## src/gtc_pkg.sv

```systemverilog
// ----------------------------------------------------------------------------
// Gated timer/counter package
// Shared types and constants for the three-mode gated timer/counter: opcodes,
// counting modes, register map and the payload structs of both channels.
// ----------------------------------------------------------------------------
package gtc_pkg;

	// Width of the APB address bus: three word registers at 0x0, 0x4 and 0x8.
	localparam int APB_ADDR_W = 4;
	localparam int APB_DATA_W = 32;

	// Register index, taken from paddr[3:2].
	localparam logic [1:0] REG_TIMER_MODE     = 2'd0;
	localparam logic [1:0] REG_GATE_ENABLE    = 2'd1;
	localparam logic [1:0] REG_COUNT_EXTERNAL = 2'd2;

	// Field masks of the 13-bit mode: low 5 bits count, upper 3 bits are kept.
	localparam logic [7:0] MODE0_LOW_MASK  = 8'h1F;
	localparam logic [7:0] MODE0_KEEP_MASK = 8'hE0;

	// Item opcodes; the fourth code is a no-op that reports the current count.
	typedef enum logic [1:0] {
		OP_TICK       = 2'd0,
		OP_WRITE_LOW  = 2'd1,
		OP_WRITE_HIGH = 2'd2,
		OP_NOP        = 2'd3
	} opcode_t;

	// Counting modes; the fourth mode is unsupported and flags an error.
	typedef enum logic [1:0] {
		MODE_13BIT       = 2'd0,
		MODE_16BIT       = 2'd1,
		MODE_8BIT_RELOAD = 2'd2,
		MODE_UNSUPPORTED = 2'd3
	} timer_mode_t;

	// Payload of one input item.
	typedef struct packed {
		opcode_t    opcode;
		logic [7:0] write_data;
		logic       run_enable;
		logic       gate_pin;
		logic       external_pulse;
		logic [2:0] machine_cycles;
	} item_t;

	// Payload of one result item.
	typedef struct packed {
		logic [7:0] low_value;
		logic [7:0] high_value;
		logic       overflow;
		logic       mode_error;
	} result_t;

endpackage

```

## src/gtc_item_if.sv

```systemverilog
// ----------------------------------------------------------------------------
// Item channel
// Valid/ready channel that carries one input item of the timer/counter.
// ----------------------------------------------------------------------------
interface gtc_item_if;

	logic           valid;
	logic           ready;
	gtc_pkg::item_t data;

	modport source (output valid, output data, input ready);
	modport sink (input valid, input data, output ready);

endinterface

```

## src/gtc_result_if.sv

```systemverilog
// ----------------------------------------------------------------------------
// Result channel
// Valid/ready channel that carries one result item of the timer/counter.
// ----------------------------------------------------------------------------
interface gtc_result_if;

	logic             valid;
	logic             ready;
	gtc_pkg::result_t data;

	modport source (output valid, output data, input ready);
	modport sink (input valid, input data, output ready);

endinterface

```

## src/gated_timer_counter_three_modes.sv

```systemverilog
// ----------------------------------------------------------------------------
// Gated timer/counter with three counting modes
// Accepts tick and byte-write items, updates the two count bytes in one pass
// and returns the count, an overflow pulse and a mode error flag per item.
// ----------------------------------------------------------------------------
// Pipeline: each item passes the input register, then the result register; the
// result register holds its result while result.ready is low.
// Throughput: one item per cycle while results are taken; the count bytes update in
// a single pass of the adders, so the next item sees the new count in the following cycle.
// Reset: arst_n clears the count bytes, the configuration registers and both
// valid flags asynchronously.
module gated_timer_counter_three_modes (
	input  logic                                clk,
	input  logic                                arst_n,
	gtc_item_if.sink                            item,
	gtc_result_if.source                        result,
	input  logic                                psel,
	input  logic                                penable,
	input  logic                                pwrite,
	input  logic [gtc_pkg::APB_ADDR_W-1:0]      paddr,
	input  logic [gtc_pkg::APB_DATA_W-1:0]      pwdata,
	output logic [gtc_pkg::APB_DATA_W-1:0]      prdata,
	output logic                                pready
);

	// Configuration registers.
	gtc_pkg::timer_mode_t timer_mode_q;
	logic                 gate_enable_q;
	logic                 count_external_q;

	// Count state.
	logic [7:0] count_low_q;
	logic [7:0] count_high_q;

	// Input stage and result stage.
	logic             valid_s1;
	gtc_pkg::item_t   item_s1;
	logic             valid_s2;
	gtc_pkg::result_t result_s2;

	logic advance_s1;
	logic cfg_write;
	logic [1:0] reg_idx;

	// Next-count logic.
	logic       counting;
	logic [2:0] increment;
	logic [13:0] sum13;
	logic [16:0] sum16;
	logic [8:0]  sum8;
	logic [7:0]  next_low;
	logic [7:0]  next_high;
	logic        next_ovf;
	logic        next_err;

	// APB port: always ready, register selected by the word address.
	assign pready    = 1'b1;
	assign reg_idx   = paddr[3:2];
	assign cfg_write = psel && penable && pwrite && pready;

	always_comb begin
		prdata = '0;
		unique case (reg_idx)
			gtc_pkg::REG_TIMER_MODE:     prdata[1:0] = timer_mode_q;
			gtc_pkg::REG_GATE_ENABLE:    prdata[0]   = gate_enable_q;
			gtc_pkg::REG_COUNT_EXTERNAL: prdata[0]   = count_external_q;
			default:                     prdata      = '0;
		endcase
	end

	always_ff @(posedge clk or negedge arst_n) begin
		if (!arst_n) begin
			timer_mode_q     <= gtc_pkg::MODE_13BIT;
			gate_enable_q    <= 1'b0;
			count_external_q <= 1'b0;
		end else if (cfg_write) begin
			unique case (reg_idx)
				gtc_pkg::REG_TIMER_MODE:
					timer_mode_q <= gtc_pkg::timer_mode_t'(pwdata[1:0]);
				gtc_pkg::REG_GATE_ENABLE:    gate_enable_q    <= pwdata[0];
				gtc_pkg::REG_COUNT_EXTERNAL: count_external_q <= pwdata[0];
				default: ;
			endcase
		end
	end

	// Flow control: the input stage moves on whenever the result register is
	// free or being taken in this cycle.
	assign advance_s1 = valid_s1 && (!valid_s2 || result.ready);
	assign item.ready = !valid_s1 || advance_s1;

	always_ff @(posedge clk or negedge arst_n) begin
		if (!arst_n) begin
			valid_s1 <= 1'b0;
		end else if (item.ready) begin
			valid_s1 <= item.valid;
		end
	end

	always_ff @(posedge clk) begin
		if (item.ready && item.valid) begin
			item_s1 <= item.data;
		end
	end

	// A tick counts while run is on and the gate, if enabled, is open.
	assign counting = (item_s1.opcode == gtc_pkg::OP_TICK) && item_s1.run_enable
		&& (!gate_enable_q || item_s1.gate_pin);
	assign increment = count_external_q ? {2'b00, item_s1.external_pulse}
		: item_s1.machine_cycles;

	assign sum13 = {1'b0, count_high_q, count_low_q[4:0]} + {11'd0, increment};
	assign sum16 = {1'b0, count_high_q, count_low_q} + {14'd0, increment};
	assign sum8  = {1'b0, count_low_q} + {6'd0, increment};

	// Next count, overflow and error for the item in the input stage.
	always_comb begin
		next_low  = count_low_q;
		next_high = count_high_q;
		next_ovf  = 1'b0;
		next_err  = 1'b0;
		case (item_s1.opcode)
			gtc_pkg::OP_WRITE_LOW:  next_low  = item_s1.write_data;
			gtc_pkg::OP_WRITE_HIGH: next_high = item_s1.write_data;
			gtc_pkg::OP_TICK: begin
				if (counting) begin
					unique case (timer_mode_q)
						gtc_pkg::MODE_13BIT: begin
							next_low  = (count_low_q & gtc_pkg::MODE0_KEEP_MASK)
								| ({3'b000, sum13[4:0]} & gtc_pkg::MODE0_LOW_MASK);
							next_high = sum13[12:5];
							next_ovf  = sum13[13];
						end
						gtc_pkg::MODE_16BIT: begin
							next_low  = sum16[7:0];
							next_high = sum16[15:8];
							next_ovf  = sum16[16];
						end
						gtc_pkg::MODE_8BIT_RELOAD: begin
							// On wrap the reload byte is added to the wrapped low byte.
							next_low  = sum8[8] ? (sum8[7:0] + count_high_q) : sum8[7:0];
							next_ovf  = sum8[8];
						end
						gtc_pkg::MODE_UNSUPPORTED: next_err = 1'b1;
						default: next_err = 1'b1;
					endcase
				end
			end
			default: ;
		endcase
	end

	// Count state and result register update together.
	always_ff @(posedge clk or negedge arst_n) begin
		if (!arst_n) begin
			count_low_q  <= 8'd0;
			count_high_q <= 8'd0;
			valid_s2     <= 1'b0;
		end else begin
			if (advance_s1) begin
				count_low_q  <= next_low;
				count_high_q <= next_high;
			end
			if (!valid_s2 || result.ready) begin
				valid_s2 <= valid_s1;
			end
		end
	end

	always_ff @(posedge clk) begin
		if (advance_s1) begin
			result_s2.low_value  <= next_low;
			result_s2.high_value <= next_high;
			result_s2.overflow   <= next_ovf;
			result_s2.mode_error <= next_err;
		end
	end

	assign result.valid = valid_s2;
	assign result.data  = result_s2;

`ifndef SYNTHESIS
	// The held result always shows the current count.
	a_result_matches_count: assert property (@(posedge clk) disable iff (!arst_n)
		valid_s2 |-> (result_s2.low_value == count_low_q)
			&& (result_s2.high_value == count_high_q))
		else $error("result count differs from count state");

	// Overflow and mode error never appear together.
	a_flags_exclusive: assert property (@(posedge clk) disable iff (!arst_n)
		valid_s2 |-> !(result_s2.overflow && result_s2.mode_error))
		else $error("overflow and mode error both set");

	// A mode error is only reported in the unsupported mode.
	a_error_mode: assert property (@(posedge clk) disable iff (!arst_n)
		(valid_s2 && result_s2.mode_error) |->
			(timer_mode_q == gtc_pkg::MODE_UNSUPPORTED))
		else $error("mode error outside the unsupported mode");

	// A low-byte write shows the written byte in its result.
	a_write_low: assert property (@(posedge clk) disable iff (!arst_n)
		(advance_s1 && (item_s1.opcode == gtc_pkg::OP_WRITE_LOW)) |=>
			(result_s2.low_value == $past(item_s1.write_data)))
		else $error("low byte write not reflected in result");

	// With no result pending the block always takes a new item.
	a_ready_when_empty: assert property (@(posedge clk) disable iff (!arst_n)
		!valid_s2 |-> item.ready)
		else $error("input stalled with empty result register");
`endif

endmodule

```

## src/flat_wrapper.sv

```systemverilog
// flat-port wrapper written by rule: the top's interface ports become plain ports
module gated_timer_counter_three_modes_flat 
  (clk, arst_n, psel, penable, pwrite, paddr, pwdata, prdata, pready, item_valid, item_data, item_ready, result_valid, result_data, result_ready);
  gtc_item_if item_i ();
  gtc_result_if result_i ();
  input  logic clk;
  input  logic arst_n;
  input  logic psel;
  input  logic penable;
  input  logic pwrite;
  input  logic [gtc_pkg::APB_ADDR_W-1:0] paddr;
  input  logic [gtc_pkg::APB_DATA_W-1:0] pwdata;
  output logic [gtc_pkg::APB_DATA_W-1:0] prdata;
  output logic pready;
  input wire logic [$bits(item_i.valid)-1:0] item_valid;
  input wire logic [$bits(item_i.data)-1:0] item_data;
  output wire logic [$bits(item_i.ready)-1:0] item_ready;
  output wire logic [$bits(result_i.valid)-1:0] result_valid;
  output wire logic [$bits(result_i.data)-1:0] result_data;
  input wire logic [$bits(result_i.ready)-1:0] result_ready;
  assign item_i.valid = item_valid;
  assign item_i.data = item_data;
  assign item_ready = item_i.ready;
  assign result_valid = result_i.valid;
  assign result_data = result_i.data;
  assign result_i.ready = result_ready;
  gated_timer_counter_three_modes u_core (.clk(clk), .arst_n(arst_n), .item(item_i), .result(result_i), .psel(psel), .penable(penable), .pwrite(pwrite), .paddr(paddr), .pwdata(pwdata), .prdata(prdata), .pready(pready));
endmodule
```

## config.mk

```make
export PLATFORM = sky130hd
export DESIGN_NAME = gated_timer_counter_three_modes_flat
export DESIGN_NICKNAME = d
export VERILOG_FILES = /design/src/gtc_pkg.sv /design/src/gtc_item_if.sv /design/src/gtc_result_if.sv /design/src/gated_timer_counter_three_modes.sv /design/src/flat_wrapper.sv
export SDC_FILE = /design/constraint.sdc
export NUM_CORES = 1
export LEC_CHECK = 0
export BUFFER_PORTS_ARGS = -buffer_cell sky130_fd_sc_hd__buf_4
export CORE_MARGIN = 3
export CORE_UTILIZATION = 52
export DETAILED_ROUTE_END_ITERATION = 8
export PLACE_DENSITY = 0.81
export SLEW_MARGIN = 20
export SYNTH_ARGS = -nofsm -noshare
export SYNTH_HDL_FRONTEND = slang
export SYNTH_SLANG_ARGS = --single-unit
```

## constraint.sdc

```tcl
create_clock -name clk -period 4 [get_ports clk]
set_input_delay 0.4 -clock clk [delete_from_list [all_inputs] [get_ports clk]]
set_output_delay 0.4 -clock clk [all_outputs]
set_load 0.02 [all_outputs]
```

==> results by group, run 1 <==
Outcome
  – Status: finished, final reports clean

Run
  – Max_cap viols: 0

Setup path
  – R2R depth: 12
  – Worst R2R Start: u_core.count_external_q
  – Crit-path cells: mux2_2 -> ha_1 -> fa_1 -> buf_4 -> xor2_1 -> ha_1 -> nor2b_1 -> o2111a_1 -> or4b_1 -> nand3_1 -> a41oi_1 -> a211o_1
  – CP arrival: slightly below 4000 ps
  – CP startpoint kind: flop
  – Crit path required time: between 4000 and 5000 ps
  – Reg2reg setup slack: 200 ps
  – CP Max Fanout: 4
  – Crit Path Category: reg -> reg
  – Crit end category: flop
  – Crit path top cell by count: ha_1
  – CP peak stage delay: between 400 and 500 ps
  – CP delay by family, top: adder cells
  – RR Endpoint: u_core.result.data[16]
  – Slowest CP cell: or4b_1
  – Buf/Inv on CP: 1

Clock tree
  – Max Root-Sink Buffers: 2
  – CTS tree: done
  – Clk sinks: 56
  – Postcts setup bufs: 0
  – Root buf cell: clkbuf_8
  – Clock-pin slew on the worst setup and hold paths: 100 ps
  – Num CTS Buffers: 5
  – H-tree depth: 2
  – Clk_lat worst skew: ~320 ps

Power and ir drop
  – Pwr Total: roughly 0.0023 W
  – Leak: 1.71 nW
  – Power per cell area: approximately 570 nW/µm²
  – VDD IR max: 266 µV
  – Comb pwr share: a little under half
  – Clock power share: roughly an eighth
  – P_sw: a little under 0.001 W
  – Switching Share: a little over two fifths
  – Pint: roughly 0.0014 W
  – Flop pwr share: 39.2%

Synthesis
  – Post-synth top cells: edfxtp_1 (34), buf_4 (33), nand2_1 (29)
  – Synth Area per Inst: 9.64 µm²
  – Share of the synthesized area in the top cell type: 27.4%
  – Gate Count Post-Synth: 387
  – Most frequent cell after synthesis: edfxtp_1
  – Synth Register Bits: between 50 and 60
  – Total of warnings raised by yosys: 0
  – Post-synthesis async set-or-reset flop share: 39.3%
  – Syn Std Cell Area: 3730 µm²
  – Post-synth EDFFs: 34
  – Distinct cell type count after synthesis: 59
  – Seq/Total Area, Yosys: between 40% and 50%
  – Ys flop type: edfxtp_1
  – Largest cells by area after synthesis: edfxtp_1 (27%), dfrtp_1 (15%), buf_4 (6.6%), ha_1 (3.4%), nand2_1 (2.9%)
  – Area leader, netlist: edfxtp_1

Global route
  – Pin count of the biggest net entering global routing: 28
  – Total Routing Usage GR: a little over a fifth
  – Vias in the first global route: between 2k and 3k
  – Total grt overflow: 0
  – Antenna violations before repair: 0
  – First-pass GRT wire length: roughly 15000 µm

Place
  – Dpl cell area: around 4000 µm²
  – # placed instances: roughly 510
  – PortBufs: 48
  – GPL Wtd Cong: approximately 1.0
  – HPWL Detailed: a little under 7000 µm

Floorplanning
  – Die Wd: ~91 µm
  – Core area: around 7000 µm²
  – FP Rows: 30
  – Die Height: approximately 91 µm
  – Die Area: around 8000 µm²
  – Ports: about 110
  – Starting Density: roughly 54%

Hold path
  – Hold Crit Start: item_data[9]
  – Hold path cells: 1
  – Worst min path class: in -> reg
  – Worst Hold End: u_core.item_s1[9]

Drt
  – Drt initial violations: 365
  – Routed WL: just over 9000 µm
  – Via count: roughly 3.2k
  – DRT antenna net count: 0
  – Routed len/inst: 17.9 µm
  – DRC Markers: 0
  – DRT Pass-1 Iters: 5
  – Via/cell ratio: 6.13

Finish
  – Final std cells w/o fill: between 500 and 600
  – Multi-input gate area: between 1500 and 2000 µm²
  – Layout cell share with drive strength beyond 1: 17.9%
  – Fill cells: 590
  – Ant. Diodes: 0
  – Post-route cell area: slightly above 4000 µm²
  – Synthesis-to-finish area growth: 11.0%
  – Nets: 494
  – Post-route core utilization: 60.3%
  – Reg area: ~1600 µm²

Timing
  – Unrepaired setup endpoints after global routing: no
  – Max-slew violation count: 0
  – Slew margin rel.: between 40% and 50%
  – Final setup fails: 0
  – Fin crit period: 3800 ps
  – Slew @ Worst Pin: around 860 ps
  – Worst clock skew: approximately 15 ps
  – Crit share post-route: 95.0%
  – Fmax: 263 MHz
  – Final Hold Fails: 0
  – Setup TNS: 0 ps
==> cell type report <==
cell class / instances / area share, %
clock buffer: 6 / 1.75
clock inverter: 2 / 0.332
inverter: 9 / 0.815
multi-input combinational: 298 / 46.6
sequential: 56 / 37.9
tap: 96 / 2.90
timing repair buffer: 53 / 9.66
==> power groups by stage <==
stage               logic, W  registers, W  clock network (W)
floorplan           0.000874      0.000850                  0
global placement     0.00104      0.000920                  0
detailed placement   0.00107      0.000924                  0
CTS                  0.00108      0.000911           0.000318
global route         0.00122      0.000940           0.000340
finish               0.00112      0.000920           0.000310
==> layout by cell type, fill, tap and decap left out, drive strengths merged, types with 3 or more instances in the layout <==
master  netlist  final
a211o         4      4
conb          2     31
and2          5      5
buf          35     52
ha           10     10
nand2        30     30
a211oi        3      3
nand3        11     11
dfrtp        22     22
a21o          7      7
nor4          3      3
nand3b        4      4
clkbuf       18      6
a32oi         3      3
xnor2         6      6
inv           9     10
o21a          5      5
mux2i         5      5
a22oi         9      9
o211ai        7      7
mux2          8      8
nor2         26     26
nor3b         3      3
and3          5      5
or2           3      3
nand2b        6      6
o21ai        20     20
a21oi        17     17
xor2         11     11
a31oi         6      6
a221oi        3      3
edfxtp       34     34
o22ai         3      3
nor3         10     10
nor2b         6      6
nor4b         3      3
==> logic make-up (layout without fill, tap and decap cells) <==
kind of cell / Yosys count / after routing / share of synthesized area [%]
flops: 56 / 56 / 42.1
mux: 13 / 13 / 3.76
compound gates: 103 / 103 / 19.2
other cells: 2 / 31 / 0.201
buf+inv: 62 / 70 / 9.59
xor+xnor: 17 / 17 / 3.99
simple gates: 122 / 122 / 16.7
fa+ha+maj: 12 / 12 / 4.43
==> routing by layer <==
metal  vias up  global-route usage [%]  share of wire [%]  routed length, µm
met2       187                    36.6                 48               4500
li1       1443                       -                  -                  -
met5         -                       0                  0                  0
met4         0                    8.42                2.6                240
met1      1539                    28.6                 41               3810
met3        21                    3.50                7.9                731
==> worst max path at each step <==
stage                                  startpoint                     end  slack [ps]  cells past startpoint
final                     u_core.count_external_q  u_core.result.data[16]         200                     12
after floorplan           u_core.count_external_q  u_core.result.data[16]         400                     14
after CTS                 u_core.count_external_q  u_core.result.data[16]         120                     14
after global routing      u_core.count_external_q  u_core.result.data[16]          30                     12
after global placement    u_core.count_external_q  u_core.result.data[16]         200                     14
after detailed placement  u_core.count_external_q  u_core.result.data[16]         150                     14
==> sequential cells by signal (all words and copies together), names as in the netlist <==
signal / count
u_core.item_s1: 16
u_core.gate_enable_q: 1
u_core.count_high_q: 8
u_core.valid_s1: 1
u_core.result.valid: 1
u_core.count_external_q: 1
u_core.count_low_q: 8
u_core.timer_mode_q: 2
u_core.result.data: 18
==> per-stage QoR <==
step	setup slack (ps)	hold slack [ps]
detailed placement	147	322
CTS	121	251
global route	29.0	242
finish	198	252
floorplan	404	104
global placement	197	321
==> timing repair <==
item / in CTS / in global routing
setup endpoints to repair: 0 / 1
resized for setup: 0 / 2
hold endpoints to repair: 22 / 0
hold buffers: 1 / 0
(Power assumes the default switching activity.)
==> run 2: changes to the inputs <==
Settings changed: CORE_UTILIZATION 52 to 30, PLACE_DENSITY 0.81 to 0.51.
==> results by group, run 2 (synthesis results as in run 1) <==
Outcome
  – Status: finished, final reports clean

Timing
  – Fmax: 264 MHz (+0.40%)
  – Final setup fails: 0 (unchanged)
  – Hold_ws: 1.37 ps (-250 ps)
  – Unrepaired setup endpoints after global routing: no
  – Max-slew violation count: 0 (unchanged)
  – Slew margin rel.: 42.6% (+0.11 points)
  – Final Hold Fails: 0 (unchanged)
  – Worst clock skew: 7.30 ps (-8.13 ps)
  – Crit share post-route: 94.7% (-0.38 points)
  – Fin crit period: 3790 ps (-15.2 ps)
  – Slew @ Worst Pin: 858 ps (-4.79 ps)
  – Setup TNS: 0 ps (unchanged)

Clock tree
  – Clock-pin slew on the worst setup and hold paths: 80 ps (-20 ps)
  – Num CTS Buffers: 5 (unchanged)
  – Clk sinks: 56 (unchanged)
  – Root buf cell: clkbuf_16
  – H-tree depth: 2 (unchanged)
  – Clk_lat worst skew: 290 ps (-30 ps)
  – CTS tree: done
  – Max Root-Sink Buffers: 2 (unchanged)

Floorplanning
  – Die Height: 118 µm (+30%)
  – Starting Density: 30.9% (-23 points)
  – Die Area: 13800 µm² (+68%)
  – Core area: 12100 µm² (+76%)
  – Ports: 112 (unchanged)
  – Die Wd: 118 µm (+30%)
  – FP Rows: 40 (+33%)

Power and ir drop
  – Power per cell area: 575 nW/µm² (+1.4%)
  – Leak: 1.75 nW (+2.1%)
  – Pwr Total: 0.00247 W (+5.2%)
  – VDD IR max: 283 µV (+6.3%)

Finish
  – Nets: 496 (+0.40%)
  – Ant. Diodes: 0 (unchanged)
  – Fill cells: 1242 (+110%)
  – Max reg flops: 18 (unchanged)
  – Most frequent cells in the layout: buf_4 (55), edfxtp_1 (34), conb_1 (31), nand2_1 (29), nor2_1 (26)
  – Multi-input gate area: 1930 µm² (-0.26%)
  – Layout cell share with drive strength beyond 1: 18.8% (+0.85 points)
  – Synthesis-to-finish area growth: 15.2%
  – Commonest non-fill, non-tap cell in the layout: buf_4
  – Post-route cell area: 4300 µm² (+3.7%)
  – Reg area: 1570 µm² (unchanged)

Place
  – HPWL Detailed: 7380 µm (+8.0%)
  – Dpl cell area: 4140 µm² (+2.8%)
  – GPL Wtd Cong: 0.877 (-15%)
  – PortBufs: 48 (unchanged)

Setup path
  – Crit Path Category: reg -> reg
  – Crit end category: flop
  – CP startpoint kind: flop
  – Crit path required time: 4040 ps (-20 ps)
  – CP Max Fanout: 4 (unchanged)
  – CP arrival: 3830 ps (-30 ps)

Hold path
  – Worst min path class: in -> async

Drt
  – Met3 Routed Length: 598 µm (-18%)
  – Top Metal Used: met4
  – Via/cell ratio: 5.02 (-18%)
  – Drt initial violations: 198 (-46%)
  – Via count: 2984 (-6.5%)
  – DRC Markers: 0 (unchanged)
  – DRT Pass-1 Iters: 6 (+1)
  – DRT antenna net count: 0 (unchanged)
  – Routed WL: 10000 µm (+8.1%)
  – Routed len/inst: 16.9 µm (-5.3%)
  – Met1 WL: 4560 µm (+19%)
  – Metal2 WL: 4780 µm (+6.3%)

Run
  – Max_cap viols: 0 (unchanged)

Global route
  – Vias in the first global route: 2864 (-3.8%)
  – Pin count of the biggest net entering global routing: 28 (unchanged)
  – First-pass GRT wire length: 16000 µm (+9.2%)
  – Total grt overflow: 0 (unchanged)
  – Total Routing Usage GR: 14.4% (-7.6 points)
  – Antenna violations before repair: 0 (unchanged)
[run 2: changes by cell type in the layout (fill, tap and decap cells not counted)]
cell | previous run | this run
clkbuf_16 | 0 | 5
clkbuf_8 | 5 | 0
buf_4 | 52 | 55
dlygate4sd3_1 | 1 | 0
fa_1 | 2 | 1
fa_2 | 0 | 1
ha_1 | 9 | 10
ha_4 | 1 | 0
o31ai_1 | 1 | 0
o31ai_2 | 0 | 1
[run 2: metrics by stage]
stage                     utilization [%]  instances  setup slack (ps)
after floorplan                         -        416               404
after global placement               34.3        586               114
after detailed placement             34.3        586               117
after CTS                            35.5        594              94.1
after global routing                 35.6        594              57.5
final                                35.6        594               214
[run 2: repair_timing]
action | in CTS | in global routing
hold buffers | 0 | 0
buffers inserted | 0 | 0
endpoints found under the setup margin | 0 | 3
gates resized for setup | 0 | 3
[run 2: path summary, 6_finish.rpt]
| check | from | to | slack (ps) | cells after the start |
|---|---|---|---|---|
| setup reg to reg | u_core.count_external_q | u_core.result.data[16] | 210 | 12 |
| max in group asynchronous | arst_n | u_core.count_low_q[5] | 3730 | 1 |
| hold / removal | arst_n | u_core.valid_s1 | 1 | 1 |
| min in group clk | item_data[15] | u_core.item_s1[15] | 280 | 1 |
| hold reg to reg | u_core.valid_s1 | u_core.result.valid | 510 | 1 |
| setup / recovery | u_core.count_external_q | u_core.result.data[16] | 210 | 12 |
[run 2: cell type report]
type | count | area share (%)
repair buffers | 55 | 9.61
well taps | 168 | 4.89
inverters | 9 | 0.786
flip-flops and latches | 56 | 36.6
multi-input cells | 298 | 44.8
clock buffers | 6 | 3.00
clock inverters | 2 | 0.320
[run 2: metal layers]
| layer | global-route usage (%) | up-vias |
|---|---|---|
| li1 | - | 1441 |
| met1 | 20.1 | 1434 |
| met2 | 23.8 | 103 |
| met3 | 1.68 | 6 |
| met4 | 3.66 | 0 |
| met5 | 0 | - |
[run 2: power breakdown]
group / total [W] / leakage [nW] / internal [W] / switching [W]
sequential: 0.000912 / 0.585 / 0.000739 / 0.000174
clock: 0.000445 / 0.0712 / 0.000235 / 0.000211
combinational: 0.00111 / 1.09 / 0.000483 / 0.000628
[run 2: critical path, cell delays in order, from the launching register on]
cell and delay (ps):
dfrtp_1 360, mux2_2 340, ha_1 220, fa_2 360
buf_4 150, xor2_1 300, ha_1 340, nor2b_1 170
o2111a_1 270, or4b_1 500, nand3_1 110, a41oi_1 150
a211o_1 260
